**src/design/ind_pkg.sv**
```systemverilog
package ind_pkg;

   // Operation codes of the request channel.
   typedef enum logic [2:0] {
      OP_INTERNAL = 3'd0,
      OP_HARDWARE = 3'd1,
      OP_EOI      = 3'd2,
      OP_PROCESS  = 3'd3,
      OP_ENABLE   = 3'd4,
      OP_DISABLE  = 3'd5
   } op_type;

   // Result kinds of the response channel.
   typedef enum logic [2:0] {
      KIND_QUEUED   = 3'd0,
      KIND_STARTED  = 3'd1,
      KIND_DONE     = 3'd2,
      KIND_REJECTED = 3'd3,
      KIND_FLUSHED  = 3'd4,
      KIND_NONE     = 3'd5
   } kind_type;

   // Controller states.
   typedef enum logic [1:0] {
      ST_IDLE,
      ST_EXEC,
      ST_SECOND
   } state_type;

   // One queue or stack entry: internal flag over the vector.
   typedef struct packed {
      logic       internal;
      logic [7:0] vector;
   } entry_type;

   // One response item as it sits in the output register.
   typedef struct packed {
      kind_type          kind;
      logic [7:0]        vector;
      logic              internal;
      logic signed [31:0] value;
      logic [3:0]        nest_depth;
      logic [4:0]        pending;
      logic              waiting;
      logic              last;
   } result_type;

   // Commands from the controller to the datapath.
   typedef struct packed {
      logic capture;
      logic commit;
      logic emit_second;
   } cmd_type;

   // Status from the datapath to the controller.
   typedef struct packed {
      logic has_second;
   } status_type;

   localparam logic signed [31:0] REJECT_VALUE = -32'sd1;

endpackage

```
**src/design/interrupt_nesting_dispatcher_top.sv**
```systemverilog
// Channel   Direction  Handshake          Payload
// req_      in         req_valid/stall    operation, vector, cpu_irq_enable, handler_return
// rsp_      out        rsp_valid/stall    kind, out_vector, out_internal, completion_value,
//                                         nest_depth, pending_count, waiting_flag, last
//
// An item is captured, which reads the queue head and stack top from their memories,
// then executed, which loads the output register. An end of interrupt that starts
// a queued handler gives its second result from a further state.
// Reset is synchronous and empties queue and stack; the block starts disabled.
// A stalled output holds the execute step until the output register frees up.
module interrupt_nesting_dispatcher_top #(
   parameter int QUEUE_DEPTH = 16,
   parameter int NEST_DEPTH  = 8
) (
   input  logic               clock,
   input  logic               reset,
   input  logic               req_valid,
   output logic               req_stall,
   input  logic [2:0]         req_operation,
   input  logic [7:0]         req_vector,
   input  logic               req_cpu_irq_enable,
   input  logic signed [31:0] req_handler_return,
   output logic               rsp_valid,
   input  logic               rsp_stall,
   output logic [2:0]         rsp_kind,
   output logic [7:0]         rsp_out_vector,
   output logic               rsp_out_internal,
   output logic signed [31:0] rsp_completion_value,
   output logic [3:0]         rsp_nest_depth,
   output logic [4:0]         rsp_pending_count,
   output logic               rsp_waiting_flag,
   output logic               rsp_last
);

   ind_pkg::cmd_type    cmd;
   ind_pkg::status_type status;
   ind_pkg::result_type item;

   ind_ctrl u_ctrl (
      .clock     (clock),
      .reset     (reset),
      .req_valid (req_valid),
      .req_stall (req_stall),
      .rsp_valid (rsp_valid),
      .rsp_stall (rsp_stall),
      .status    (status),
      .cmd       (cmd)
   );

   ind_datapath #(
      .QUEUE_DEPTH (QUEUE_DEPTH),
      .NEST_DEPTH  (NEST_DEPTH)
   ) u_datapath (
      .clock              (clock),
      .reset              (reset),
      .cmd                (cmd),
      .status             (status),
      .req_operation      (req_operation),
      .req_vector         (req_vector),
      .req_cpu_irq_enable (req_cpu_irq_enable),
      .req_handler_return (req_handler_return),
      .rsp_item           (item)
   );

   // Response fields come straight from the output register.
   assign rsp_kind             = item.kind;
   assign rsp_out_vector       = item.vector;
   assign rsp_out_internal     = item.internal;
   assign rsp_completion_value = item.value;
   assign rsp_nest_depth       = item.nest_depth;
   assign rsp_pending_count    = item.pending;
   assign rsp_waiting_flag     = item.waiting;
   assign rsp_last             = item.last;

endmodule

```
**src/design/ind_ctrl.sv**
```systemverilog
module ind_ctrl (
   input  logic                clock,
   input  logic                reset,
   input  logic                req_valid,
   output logic                req_stall,
   output logic                rsp_valid,
   input  logic                rsp_stall,
   input  ind_pkg::status_type status,
   output ind_pkg::cmd_type    cmd
);

   ind_pkg::state_type state_ff, state_in;
   logic               rsp_valid_ff, rsp_valid_in;
   logic               accept;
   logic               out_free;

   // The output register can take a new result when it is empty or being drained.
   assign out_free  = !rsp_valid_ff || !rsp_stall;
   assign req_stall = (state_ff != ind_pkg::ST_IDLE);
   assign accept    = req_valid && !req_stall;
   assign rsp_valid = rsp_valid_ff;

   // Next state.
   always_comb begin
      state_in = state_ff;
      case (state_ff)
         ind_pkg::ST_IDLE: begin
            if (accept) state_in = ind_pkg::ST_EXEC;
         end
         ind_pkg::ST_EXEC: begin
            if (out_free) begin
               state_in = status.has_second ? ind_pkg::ST_SECOND : ind_pkg::ST_IDLE;
            end
         end
         ind_pkg::ST_SECOND: begin
            if (out_free) state_in = ind_pkg::ST_IDLE;
         end
         default: state_in = ind_pkg::ST_IDLE;
      endcase
   end

   // Commands to the datapath.
   always_comb begin
      cmd = '0;
      case (state_ff)
         ind_pkg::ST_IDLE:   cmd.capture     = accept;
         ind_pkg::ST_EXEC:   cmd.commit      = out_free;
         ind_pkg::ST_SECOND: cmd.emit_second = out_free;
         default:            cmd             = '0;
      endcase
   end

   // A result stays valid until its transfer completes.
   assign rsp_valid_in = (cmd.commit || cmd.emit_second) ? 1'b1 : (rsp_valid_ff && rsp_stall);

   always_ff @(posedge clock) begin
      if (reset) begin
         state_ff     <= ind_pkg::ST_IDLE;
         rsp_valid_ff <= 1'b0;
      end else begin
         state_ff     <= state_in;
         rsp_valid_ff <= rsp_valid_in;
      end
   end

endmodule

```
**src/design/ind_datapath.sv**
```systemverilog
module ind_datapath #(
   parameter int QUEUE_DEPTH = 16,
   parameter int NEST_DEPTH  = 8
) (
   input  logic                clock,
   input  logic                reset,
   input  ind_pkg::cmd_type    cmd,
   output ind_pkg::status_type status,
   input  logic [2:0]          req_operation,
   input  logic [7:0]          req_vector,
   input  logic                req_cpu_irq_enable,
   input  logic signed [31:0]  req_handler_return,
   output ind_pkg::result_type rsp_item
);

   localparam int QAW = (QUEUE_DEPTH > 1) ? $clog2(QUEUE_DEPTH) : 1;
   localparam int SAW = (NEST_DEPTH > 1) ? $clog2(NEST_DEPTH) : 1;
   localparam int CW  = $clog2(QUEUE_DEPTH + 1);
   localparam int DW  = $clog2(NEST_DEPTH + 1);

   // Pending queue and handler stack.
   ind_pkg::entry_type fifo_mem [QUEUE_DEPTH];
   ind_pkg::entry_type stack_mem [NEST_DEPTH];

   // Latched request and registered memory reads.
   ind_pkg::op_type    op_ff;
   logic [7:0]         vec_ff;
   logic               cpu_ff;
   logic signed [31:0] ret_ff;
   ind_pkg::entry_type fifo_rd_ff;
   ind_pkg::entry_type stack_rd_ff;

   // Control state.
   logic [QAW-1:0] head_ff, head_in;
   logic [QAW-1:0] tail_ff, tail_in;
   logic [CW-1:0]  count_ff, count_in;
   logic [DW-1:0]  depth_ff, depth_in;
   logic           enabled_ff, enabled_in;
   logic           wait_ff, wait_in;

   // Output register and the held second result.
   ind_pkg::result_type out_ff, out_in;
   ind_pkg::result_type second_ff;

   ind_pkg::result_type res1, res2;
   logic               has_second;
   logic               stack_we, fifo_we;
   logic [SAW-1:0]     stack_wa;
   ind_pkg::entry_type stack_wd;
   ind_pkg::entry_type new_entry;
   logic [SAW-1:0]     stack_ra;

   // The stack is read at its top entry.
   assign stack_ra  = (depth_ff == '0) ? '0 : SAW'(depth_ff - DW'(1));
   assign new_entry = '{internal: (op_ff == ind_pkg::OP_INTERNAL), vector: vec_ff};

   // Request capture and memory reads for the next execution step.
   always_ff @(posedge clock) begin
      if (cmd.capture) begin
         op_ff       <= ind_pkg::op_type'(req_operation);
         vec_ff      <= req_vector;
         cpu_ff      <= req_cpu_irq_enable;
         ret_ff      <= req_handler_return;
         fifo_rd_ff  <= fifo_mem[head_ff];
         stack_rd_ff <= stack_mem[stack_ra];
      end
   end

   // Memory writes happen when the operation commits.
   always_ff @(posedge clock) begin
      if (cmd.commit && fifo_we) fifo_mem[tail_ff] <= new_entry;
      if (cmd.commit && stack_we) stack_mem[stack_wa] <= stack_wd;
   end

   // Operation decode: next state and up to two results.
   always_comb begin
      head_in    = head_ff;
      tail_in    = tail_ff;
      count_in   = count_ff;
      depth_in   = depth_ff;
      enabled_in = enabled_ff;
      wait_in    = wait_ff;
      stack_we   = 1'b0;
      stack_wa   = '0;
      stack_wd   = new_entry;
      fifo_we    = 1'b0;
      has_second = 1'b0;
      res1       = '0;
      res1.kind  = ind_pkg::KIND_NONE;
      res2       = '0;
      res2.kind  = ind_pkg::KIND_STARTED;

      case (op_ff)
         ind_pkg::OP_INTERNAL, ind_pkg::OP_HARDWARE: begin
            res1.vector   = new_entry.vector;
            res1.internal = new_entry.internal;
            if (!enabled_ff) begin
               res1.kind  = ind_pkg::KIND_REJECTED;
               res1.value = ind_pkg::REJECT_VALUE;
            end else if (new_entry.internal && (depth_ff < DW'(NEST_DEPTH)) &&
                         ((depth_ff == '0) || stack_rd_ff.internal)) begin
               // Internal exception nests on top of an internal handler, or starts on an empty stack.
               stack_we  = 1'b1;
               stack_wa  = SAW'(depth_ff);
               depth_in  = depth_ff + DW'(1);
               res1.kind = ind_pkg::KIND_STARTED;
            end else if (count_ff >= CW'(QUEUE_DEPTH)) begin
               res1.kind  = ind_pkg::KIND_REJECTED;
               res1.value = ind_pkg::REJECT_VALUE;
            end else begin
               fifo_we   = 1'b1;
               tail_in   = (tail_ff == QAW'(QUEUE_DEPTH - 1)) ? '0 : tail_ff + QAW'(1);
               count_in  = count_ff + CW'(1);
               wait_in   = 1'b1;
               res1.kind = ind_pkg::KIND_QUEUED;
            end
         end
         ind_pkg::OP_EOI: begin
            if (depth_ff != '0) begin
               depth_in      = depth_ff - DW'(1);
               res1.kind     = ind_pkg::KIND_DONE;
               res1.vector   = stack_rd_ff.vector;
               res1.internal = stack_rd_ff.internal;
               res1.value    = ret_ff;
            end
         end
         ind_pkg::OP_PROCESS: begin
            if (enabled_ff && cpu_ff && (count_ff != '0) && (depth_ff < DW'(NEST_DEPTH))) begin
               res1.kind     = ind_pkg::KIND_STARTED;
               res1.vector   = fifo_rd_ff.vector;
               res1.internal = fifo_rd_ff.internal;
               stack_we      = 1'b1;
               stack_wa      = SAW'(depth_ff);
               stack_wd      = fifo_rd_ff;
               depth_in      = depth_ff + DW'(1);
               head_in       = (head_ff == QAW'(QUEUE_DEPTH - 1)) ? '0 : head_ff + QAW'(1);
               count_in      = count_ff - CW'(1);
               if (count_ff == CW'(1)) wait_in = 1'b0;
            end
         end
         ind_pkg::OP_ENABLE: begin
            enabled_in = 1'b1;
         end
         ind_pkg::OP_DISABLE: begin
            if (enabled_ff) begin
               enabled_in = 1'b0;
               depth_in   = '0;
               count_in   = '0;
               head_in    = '0;
               tail_in    = '0;
               wait_in    = 1'b0;
               res1.kind  = ind_pkg::KIND_FLUSHED;
            end
         end
         default: res1.kind = ind_pkg::KIND_NONE;
      endcase

      res1.nest_depth = 4'(depth_in);
      res1.pending    = 5'(count_in);
      res1.waiting    = wait_in;

      // An EOI that empties the stack starts a queued internal head.
      if ((op_ff == ind_pkg::OP_EOI) && (depth_ff == DW'(1)) && enabled_ff && cpu_ff &&
          (count_ff != '0) && fifo_rd_ff.internal) begin
         has_second    = 1'b1;
         stack_we      = 1'b1;
         stack_wa      = '0;
         stack_wd      = fifo_rd_ff;
         depth_in      = DW'(1);
         head_in       = (head_ff == QAW'(QUEUE_DEPTH - 1)) ? '0 : head_ff + QAW'(1);
         count_in      = count_ff - CW'(1);
         if (count_ff == CW'(1)) wait_in = 1'b0;
         res2.vector   = fifo_rd_ff.vector;
         res2.internal = fifo_rd_ff.internal;
      end

      res1.last       = !has_second;
      res2.nest_depth = 4'(depth_in);
      res2.pending    = 5'(count_in);
      res2.waiting    = wait_in;
      res2.last       = 1'b1;
   end

   assign status.has_second = has_second;

   // Output register source.
   always_comb begin
      out_in = out_ff;
      if (cmd.commit) begin
         out_in = res1;
      end else if (cmd.emit_second) begin
         out_in = second_ff;
      end
   end

   always_ff @(posedge clock) begin
      out_ff <= out_in;
      if (cmd.commit) second_ff <= res2;
   end

   // Control state update.
   always_ff @(posedge clock) begin
      if (reset) begin
         head_ff    <= '0;
         tail_ff    <= '0;
         count_ff   <= '0;
         depth_ff   <= '0;
         enabled_ff <= 1'b0;
         wait_ff    <= 1'b0;
      end else if (cmd.commit) begin
         head_ff    <= head_in;
         tail_ff    <= tail_in;
         count_ff   <= count_in;
         depth_ff   <= depth_in;
         enabled_ff <= enabled_in;
         wait_ff    <= wait_in;
      end
   end

   assign rsp_item = out_ff;

endmodule

```
**config.mk**
```make
export PLATFORM = sky130hd
export DESIGN_NAME = interrupt_nesting_dispatcher_top
export DESIGN_NICKNAME = d
export VERILOG_FILES = /design/src/design/ind_pkg.sv /design/src/design/interrupt_nesting_dispatcher_top.sv /design/src/design/ind_ctrl.sv /design/src/design/ind_datapath.sv
export SDC_FILE = /design/constraint.sdc
export NUM_CORES = 1
export LEC_CHECK = 0
export BUFFER_PORTS_ARGS = -buffer_cell sky130_fd_sc_hd__buf_2
export CORE_MARGIN = 1.5
export CORE_UTILIZATION = 38
export DETAILED_ROUTE_END_ITERATION = 12
export GPL_TIMING_DRIVEN = 0
export PLACE_DENSITY = 0.62
export SYNTH_ARGS = -nofsm -noshare
export SYNTH_HDL_FRONTEND = slang
export SYNTH_SLANG_ARGS = --single-unit
```
**constraint.sdc**
```tcl
create_clock -name clock -period 4.55 [get_ports clock]
set_input_delay 0.455 -clock clock [delete_from_list [all_inputs] [get_ports clock]]
set_output_delay 0.455 -clock clock [all_outputs]
set_load 0.01 [all_outputs]
```
* Word level (Yosys, flattened, before mapping) *
Memories as Yosys holds them, arrays and structs flattened. A register that Yosys moved wholly into a read port is not among the register bits.
Cells that the tools add are included.

storage, ports and cells
  register bits after elaboration = 140
  bits in latches = 0
  bits in writable memories = 216
  memory bits (read-only) = 0
  bits of input ports = 48
  output and inout port bits = 57
  word-level logic and storage cells = 171
  memories = 2

operators by class
  $add $sub $neg = 6
  multiply operators = 0
  div/mod/pow operators = 0
  $lt $le $gt $ge = 2
  equal/unequal tests = 20
  shift operators = 0
  multiplexer cells = 80
  bitwise gates (word level) = 0
  reductions and logical operators = 36

memory list
  memory                depth  bits a word  read ports  clocked after memory_dff  write ports  RTL line            text
  u_datapath.fifo_mem   16     9            1           1                         1            ind_datapath.sv:22  ind_pkg::entry_type fifo_mem [QUEUE_DEPTH];
  u_datapath.stack_mem  8      9            1           1                         1            ind_datapath.sv:23  ind_pkg::entry_type stack_mem [NEST_DEPTH];

operators with widths
  kind                                                                     number
  55-bit 2-to-1 mux                                                        2
  32-bit 2-to-1 mux                                                        3
  32-bit one-hot mux with 2 select lines                                   1
  4-bit 2-to-1 mux                                                         14
  44-bit 2-to-1 mux                                                        1
  5-bit 2-to-1 mux                                                         6
  9-bit 2-to-1 mux                                                         3
  9-bit one-hot mux with 3 select lines                                    1
  1-bit 2-to-1 mux                                                         26
  3-bit 2-to-1 mux                                                         7
  4-bit one-hot mux with 2 select lines                                    2
  4-bit one-hot mux with 4 select lines                                    1
  5-bit one-hot mux with 3 select lines                                    1
  1-bit logical AND                                                        14
  4-bit by 1-bit adder with 4-bit output, second input constant            3
  12-bit 2-to-1 mux                                                        1
  3-bit one-hot mux with 4 select lines                                    1
  2-bit 2-to-1 mux                                                         5
  2-bit by 1-bit inequality test with 1-bit output, second input constant  5
  4-bit == test, second input constant                                     2
  2-bit nonzero test                                                       4
  3-bit by 2-bit == test with 1-bit output, second input constant          2
  3-bit == test, second input constant                                     2
  3-bit by 1-bit inequality test with 1-bit output, second input constant  2
  28 further kinds                                                         35

* Longest topological paths before layout *
Gate-level depths: netlist (run 1).

  word-level depth = 10
  gate-level depth with buffers = 11
  depth with buffers taken out = 10

* Cells and area by module *
From an unflattened synthesis (run 1), not the netlist that was laid out.

unflattened totals
  cells, all modules = 926
  area total of the unflattened synthesis = 15220.8 sq um

by module, submodules not included
  module        times used  cells each  area each (sq um)  sequential area each (sq um)
  ind_datapath  1           907         15045.7            10950.5
  ind_ctrl      1           19          175.2              60.1

* Worst setup path after synthesis (run 1) *
No wires, ideal clock.

  path type = reg-to-reg
  start = reg u_ctrl.state_ff[1]
  end = reg u_datapath.cpu_ff (enable)
  arrival time = 3272 ps
  setup slack = 796 ps
  cell stages (with the launch flop) = 3
  path buffers = 0
  cell sequence = dfxtp_1 > or2_2 > nor2_1

RTL lines
  item                    RTL line            text
  from (decl)             ind_ctrl.sv:12      ind_pkg::state_type state_ff, state_in;
  from (signal assigned)  ind_ctrl.sv:58      state_ff <= ind_pkg::ST_IDLE;
  from (signal assigned)  ind_ctrl.sv:61      state_ff <= state_in;
  to (signal assigned)    ind_datapath.sv:62  cpu_ff <= req_cpu_irq_enable;
  to (decl)               ind_datapath.sv:28  logic cpu_ff;

* Worst setup path after layout (run 1) *
  start = reg u_datapath.depth_ff[0]
  end = reg, netlist name u_datapath.stack_rd_ff[2]

between the ends
  longest elaborated chain between the ends = 2
  elaborated cells on any way between the ends = 3

ends and longest elaborated chain
  item                                                                              RTL line             text
  from (decl)                                                                       ind_datapath.sv:37   logic [DW-1:0] depth_ff, depth_in;
  from (signal assigned)                                                            ind_datapath.sv:214  depth_ff <= depth_in;
  4-bit by 1-bit subtractor with 4-bit output or 4-bit logical NOT (tied branches)  ind_datapath.sv:54   assign stack_ra = (depth_ff == '0) ? '0 : SAW'(depth_ff - DW'(1));
  3-bit 2-to-1 mux (*)                                                              ind_datapath.sv:54

Every way passes the cells marked *; elsewhere a longest branch is shown, timed or not.
A chain may end at the register's enable or synchronous reset.

==> results of run 1 <==
[routing by layer]
layer | wire [µm] | vias up | global-route usage
li1 | - | 3988 | -
met1 | 15400 | 4422 | 0.237
met2 | 16600 | 320 | 0.276
met3 | 2210 | 51 | 0.0300
met4 | 656 | 2 | 0.0444
met5 | 10 | - | 0
[critical path: cells and delay by family, from the launching register on]
| family | cells | cell delay (ns) |
|---|---|---|
| buf+inv | 5 | 1.58 |
| simple gates | 2 | 0.40 |
| flops | 1 | 0.52 |
| mux | 2 | 0.86 |
| fa+ha+maj | 2 | 0.42 |
[metrics by stage]
stage	setup WS (ns)	power (mW)	hold WS (ns)
floorplan	0.796	4.21	0.440
global placement	-0.859	4.37	0.455
detailed placement	0.459	4.38	0.476
CTS	0.444	7.58	0.0674
global route	0.201	7.74	0.0670
finish	0.514	7.51	0.0888
[power breakdown]
group	total (mW)	leakage (nW)	switching [mW]	internal, mW
registers	3.91	3.39	0.0577	3.85
logic	0.394	1.83	0.243	0.150
clock network	3.21	0.627	1.30	1.91
total	7.51	5.85	1.60	5.92
[layout by cell type (no fill, tap or decap), drive strengths merged, types with 4 or more instances in the layout]
master / count
nand2: 80
o2111ai: 4
o21a: 4
a31oi: 9
nand2b: 10
a222oi: 8
a32oi: 4
nand4: 8
inv: 22
mux2i: 4
a21o: 4
dfxtp: 22
o32ai: 5
nor2: 49
bufinv: 5
a211oi: 9
nand3: 14
mux4: 63
mux2: 18
clkbuf: 80
nand3b: 4
buf: 129
edfxtp: 352
nor3: 21
clkinv: 15
a21oi: 51
and3: 15
ha: 15
o21ai: 32
[layout make-up]
type                    count  share of cell area
flip-flops and latches    374               0.616
multi-input cells         480               0.225
clock buffers              48              0.0582
well taps                 525              0.0367
repair buffers            107              0.0337
clock inverters            22              0.0138
plain buffers              54              0.0129
inverters                  21             0.00441
[worst paths after layout]
kind,from,endpoint,depth (start not counted)
max,u_datapath.depth_ff[0]$_SDFFE_PP0P_,u_datapath.stack_rd_ff[2]$_DFFE_PP_,11
min,req_vector[5],u_datapath.vec_ff[5]$_DFFE_PP_,1
max reg2reg,u_datapath.depth_ff[0]$_SDFFE_PP0P_,u_datapath.stack_rd_ff[2]$_DFFE_PP_,11
min reg2reg,u_datapath.wait_ff$_SDFFE_PP0P_,u_datapath.wait_ff$_SDFFE_PP0P_,2
[sequential cells by signal, indices dropped and copies added (netlist names), 2 cells and up]
name	count
u_ctrl.state_ff	2
u_datapath.count_ff	5
u_datapath.depth_ff	4
u_datapath.fifo_mem	144
u_datapath.fifo_rd_ff	9
u_datapath.head_ff	4
u_datapath.op_ff	3
u_datapath.ret_ff	32
u_datapath.rsp_item	55
u_datapath.second_ff	19
u_datapath.stack_mem	72
u_datapath.stack_rd_ff	9
u_datapath.tail_ff	4
u_datapath.vec_ff	8
[logic make-up after synthesis]
kind of cell	Yosys count	share of synthesized area
AND/OR/NAND/NOR	225	0.0726
flip-flops	374	0.720
AO/OA/AOI/OAI	151	0.0644
adder cells (fa/ha/maj)	15	0.0123
XOR/XNOR	4	0.00229
buffers and inverters	75	0.0202
multiplexers	85	0.109
==> reports/qor.csv, run 1 <==
metric,value,unit
critical_path_class,flip-flop to flip-flop,
pin_count,105,
cp-start-kind,flip-flop,
numCtsBuffers,39,
crit_fanout,10,
fp.dieW,204,µm
wl,34900,µm
yosysMostFrequentCell,edfxtp_1,
ff2ff_setup_slack,0.51,ns
routed_via_density,5.39,
core_area,0.0397,mm²
yosys.area.top_type,edfxtp_1,
antenna_found_initial,2,
arrival,4.32,ns
yosysUniqueCellTypes,67,
area_delta_synth_final,16.9,%
overflow,0,
instances_no_fill,1631,
finalSetupViolations,0,
synth_seq_area_share,0.720,
initial_core_util,0.385,
setup_tns,0,ns
p_leak,5.85,nW
yosys-top-cells-area,"edfxtp_1 69%, mux4_2 9.3%, dfxtp_1 2.9%",
maxCapViolCount,0,
fin_area,0.0179,mm²
ir_drop,0.343,mV
gr-usage-all-layers,0.170,
synth_nets,992,
synthCells,929,
postRouteAntennaNets,0,
clk_pin_slew,0.06,ns
grt_pass1_wl,53100,µm
dpl.cell_count,1561,
dieArea,0.0415,mm²
antennaDiodeCount,0,
cts_hold_buf,0,
critPathMaxStageDelay,0.62,ns
clkLatencyLatePin,0.54,ns
numPortBuffers,103,
synth_seq_cells,374,
synth-edff-count,352,
tritoncts,yes,
htreeDepth,2,
drc,0,
period_share,0.887,
cts.root.buffer_cell,clkbuf_16,
fmax,248,MHz
nets,1140,
synth.top_cells.by_count,"352 x edfxtp_1, 79 x nand2_1, 63 x mux4_2",
pwr_density_cell,420,mW/mm²
synthDominantCellAreaShare,0.691,
dr.pass1.iters,7,
drt_first_iter_violations,872,
slew_headroom,0.242,
syn_area,0.0153,mm²
min_period,4.04,ns
fillers,3464,
multi_input_area,0.00402,mm²
syn_avg_cell_area,16.5,µm²
finalHoldViolations,0,
grt_start_max_net_pins,34,
crit_slowest_cell,clkbuf_1,
hp-class,primary input to flip-flop,
critPathCaptureType,flip-flop,
num_rows,73,
synth_warnings,0,
worstPathRequired,4.84,ns
cts_setup_buffers,0,
worst_pin_slew,1.13,ns
ff_latch_area,0.0110,mm²
crit_chain,"inv_1, ha_1, nor2b_1, buf_2, and2_0, inv_1, ha_1, clkbuf_1, buf_2, mux4_2, mux2_2",
dp_hpwl,23700,µm
clock_skew,0.0169,ns
die_y,204,µm
outcome,finished clean,
final_core_util,0.450,
rsz0062_at_grt,no,
wl_per_cell,21.4,µm
place_area,0.0166,mm²
async_flop_share,0,
drive_above_1_share,0.252,
clockBufferDepth,3,
grt_pass1_vias,8729,
synthFlopType,edfxtp_1,
ctsResizeCount,0,
gp_congestion,0.903,
numClockSinks,374,
via_count,8783,
timing.final.max_slew_violations,0,
Note: power is estimated with default switching activity, not from simulation.
==> run 2, diff against run 1 <==
- CORE_UTILIZATION: 38 -> 47
- PLACE_DENSITY: 0.62 -> 0.73
==> run 2 against run 1 <==
Compared with the run above: via count increased by 2.1%; flip-flop and latch count unchanged; global-route usage increased by 3.4 points; worst setup slack got worse by 0.047 ns; clock skew increased by 0.011 ns; total power decreased by 4.4%; final area decreased by 1.4%; utilization increased by 10 points; sequential power about the same; wire length decreased by 2.9%; die area decreased by 19%; largest power group unchanged; highest routed layer is now met4.
==> reports/qor.csv, run 2 (synthesis gave the netlist of run 1 again) <==
metric,value,unit,change
mostFrequentLayoutCell,edfxtp_1,,
min_to,u_datapath.vec_ff[1]$_DFFE_PP_,,
pwr_density_cell,407,mW/mm²,-3.1%
dp_hpwl,22900,µm,-3.1%
largest_register_ffs,144,,unchanged
clock_skew,0.0282,ns,+0.0113 ns
grt_pass1_vias,8717,,-0.14%
overflow,0,,unchanged
timing.final.max_slew_violations,0,,unchanged
drc,0,,unchanged
via_count,8966,,+2.1%
cp-start-kind,flip-flop,,
finalSetupViolations,0,,unchanged
antennaDiodeCount,0,,unchanged
critical_path_class,flip-flop to flip-flop,,
min_period,4.08,ns,+0.0465 ns
min_from,req_vector[1],,
crit_fanout,10,,unchanged
pin_count,105,,unchanged
dpl_worst_slack,0.443,ns,-0.0162 ns
area_delta_synth_final,15.3,%,
min_path_cells,1,,unchanged
tritoncts,yes,,
worst_slack,0.467,ns,-0.0465 ns
ctsResizeCount,0,,unchanged
clk_pin_slew,0.06,ns,about the same
cts_hold_buf,0,,unchanged
worst_hold_slack,0.0868,ns,-0.00192 ns
hp-class,primary input to flip-flop,,
die_y,183,µm,-9.9%
clockBufferDepth,3,,unchanged
dieArea,0.0336,mm²,-19%
routed_via_density,5.83,,+8.2%
cts_setup_buffers,0,,unchanged
fillers,2462,,-29%
core_area,0.0318,mm²,-20%
maxCapViolCount,0,,unchanged
final_cell_mix,"352 x edfxtp_1, 117 x buf_2, 79 x nand2_1",,
period_share,0.897,,+0.0102
worstPathRequired,4.82,ns,-0.02 ns
r2r-end,u_datapath.stack_rd_ff[0]$_DFFE_PP_,,
fin_area,0.0176,mm²,-1.4%
numPortBuffers,103,,unchanged
postRouteAntennaNets,0,,unchanged
place_area,0.0165,mm²,-0.68%
rsz0062_at_grt,no,,
gr-usage-all-layers,0.204,,+0.0339
grt_start_max_net_pins,35,,+2.9%
fmax,245,MHz,-1.1%
drive_above_1_share,0.249,,-0.00317
grt_pass1_wl,51400,µm,-3.2%
ir_drop,0.347,mV,+1.2%
initial_core_util,0.481,,+0.0961
numClockSinks,374,,unchanged
cts.root.buffer_cell,clkbuf_16,,
gp_congestion,0.931,,+3.1%
worst_pin_slew,1.12,ns,-0.00912 ns
ff_latch_area,0.0110,mm²,unchanged
p_leak,5.78,nW,-1.1%
arrival,4.35,ns,+0.03 ns
top_register,u_datapath.fifo_mem,,
numCtsBuffers,38,,-2.6%
finalHoldViolations,0,,unchanged
wl,33900,µm,-2.9%
r2r-start,u_datapath.depth_ff[0]$_SDFFE_PP0P_,,
critPathCaptureType,flip-flop,,
htreeDepth,2,,unchanged
fp.dieW,183,µm,-9.9%
drt_first_iter_violations,935,,+7.2%
outcome,finished clean,,
antenna_found_initial,0,,-2
dr.pass1.iters,7,,unchanged
wl_per_cell,22.0,µm,+2.9%
multi_input_area,0.00401,mm²,-0.12%
reg2reg_depth,11,,unchanged
ff2ff_setup_slack,0.47,ns,-0.05 ns
clkLatencyLatePin,0.55,ns,about the same
num_rows,65,,-11%
nets,1140,,unchanged
slew_headroom,0.248,,+0.00611
[run 2: cell types whose count changed in the layout (fill, tap and decap cells not counted)]
cell       before  now
clkinv_16       0    1
clkinv_8        1    2
nor3_2          4    3
nor3_1         17   18
clkbuf_1       38   35
buf_2         116  117
clkinv_1        8   12
bufinv_16       5    1
clkbuf_16      40   38
clkinv_2        5    6
clkbuf_8        1    0
[run 2: worst max-delay path by stage]
stage / start / end / slack (ns) / cells past startpoint
6_report: u_datapath.depth_ff[0]$_SDFFE_PP0P_ / u_datapath.stack_rd_ff[0]$_DFFE_PP_ / 0.47 / 11
5_1_grt: u_datapath.depth_ff[0]$_SDFFE_PP0P_ / u_datapath.stack_rd_ff[2]$_DFFE_PP_ / 0.15 / 11
4_1_cts: u_datapath.depth_ff[0]$_SDFFE_PP0P_ / u_datapath.stack_rd_ff[0]$_DFFE_PP_ / 0.41 / 11
3_5_place_dp: u_datapath.depth_ff[0]$_SDFFE_PP0P_ / u_datapath.stack_rd_ff[2]$_DFFE_PP_ / 0.44 / 11
3_3_place_gp: u_ctrl.state_ff[1]$_SDFFE_PP0P_ / u_datapath.vec_ff[4]$_DFFE_PP_ / -0.71 / 2
2_1_floorplan: u_ctrl.state_ff[1]$_SDFFE_PP0P_ / u_datapath.cpu_ff$_DFFE_PP_ / 0.80 / 2
[run 2: power by group]
part           leakage, nW  internal (mW)  switching, mW
combinational         1.83          0.150          0.240
clock                0.563           1.60           1.28
sequential            3.39           3.85         0.0572
total                 5.78           5.60           1.58
[run 2: final cells by class]
type / instances / area share
Tap cell: 435 / 0.0308
Timing Repair Buffer: 108 / 0.0345
Sequential cell: 374 / 0.624
Clock inverter: 25 / 0.0109
Inverter: 21 / 0.00447
Buffer: 54 / 0.0131
Clock buffer: 42 / 0.0547
Multi-Input combinational cell: 480 / 0.227
[run 2: worst max-delay path: stages (launching register included)]
cell and delay (ns):
dfxtp_1 0.55, inv_1 0.17, ha_1 0.28, nor2b_1 0.14, buf_2 0.19, and2_0 0.24
inv_1 0.10, ha_1 0.14, clkbuf_1 0.67, buf_2 0.50, mux4_2 0.55, mux2_2 0.29
[run 2: metal layers]
metal / share of wire / GRT usage / vias to the layer above / routed length, µm
met1: 0.42 / 0.287 / 4532 / 14100
li1: - / - / 3989 / -
met4: 0.022 / 0.0577 / 0 / 735
met2: 0.49 / 0.334 / 386 / 16600
met5: 0 / 0 / - / 0
met3: 0.073 / 0.0293 / 59 / 2480
[run 2: stage by stage]
stage / TNS (ns) / power [mW] / instances / util
2_1_floorplan: 0 / 4.21 / 929 / -
3_3_place_gp: -69.04 / 4.35 / 1467 / 0.514
3_5_place_dp: 0 / 4.37 / 1472 / 0.518
4_1_cts: 0 / 7.23 / 1539 / 0.555
5_1_grt: 0 / 7.40 / 1539 / 0.555
6_report: 0 / 7.18 / 1539 / 0.555
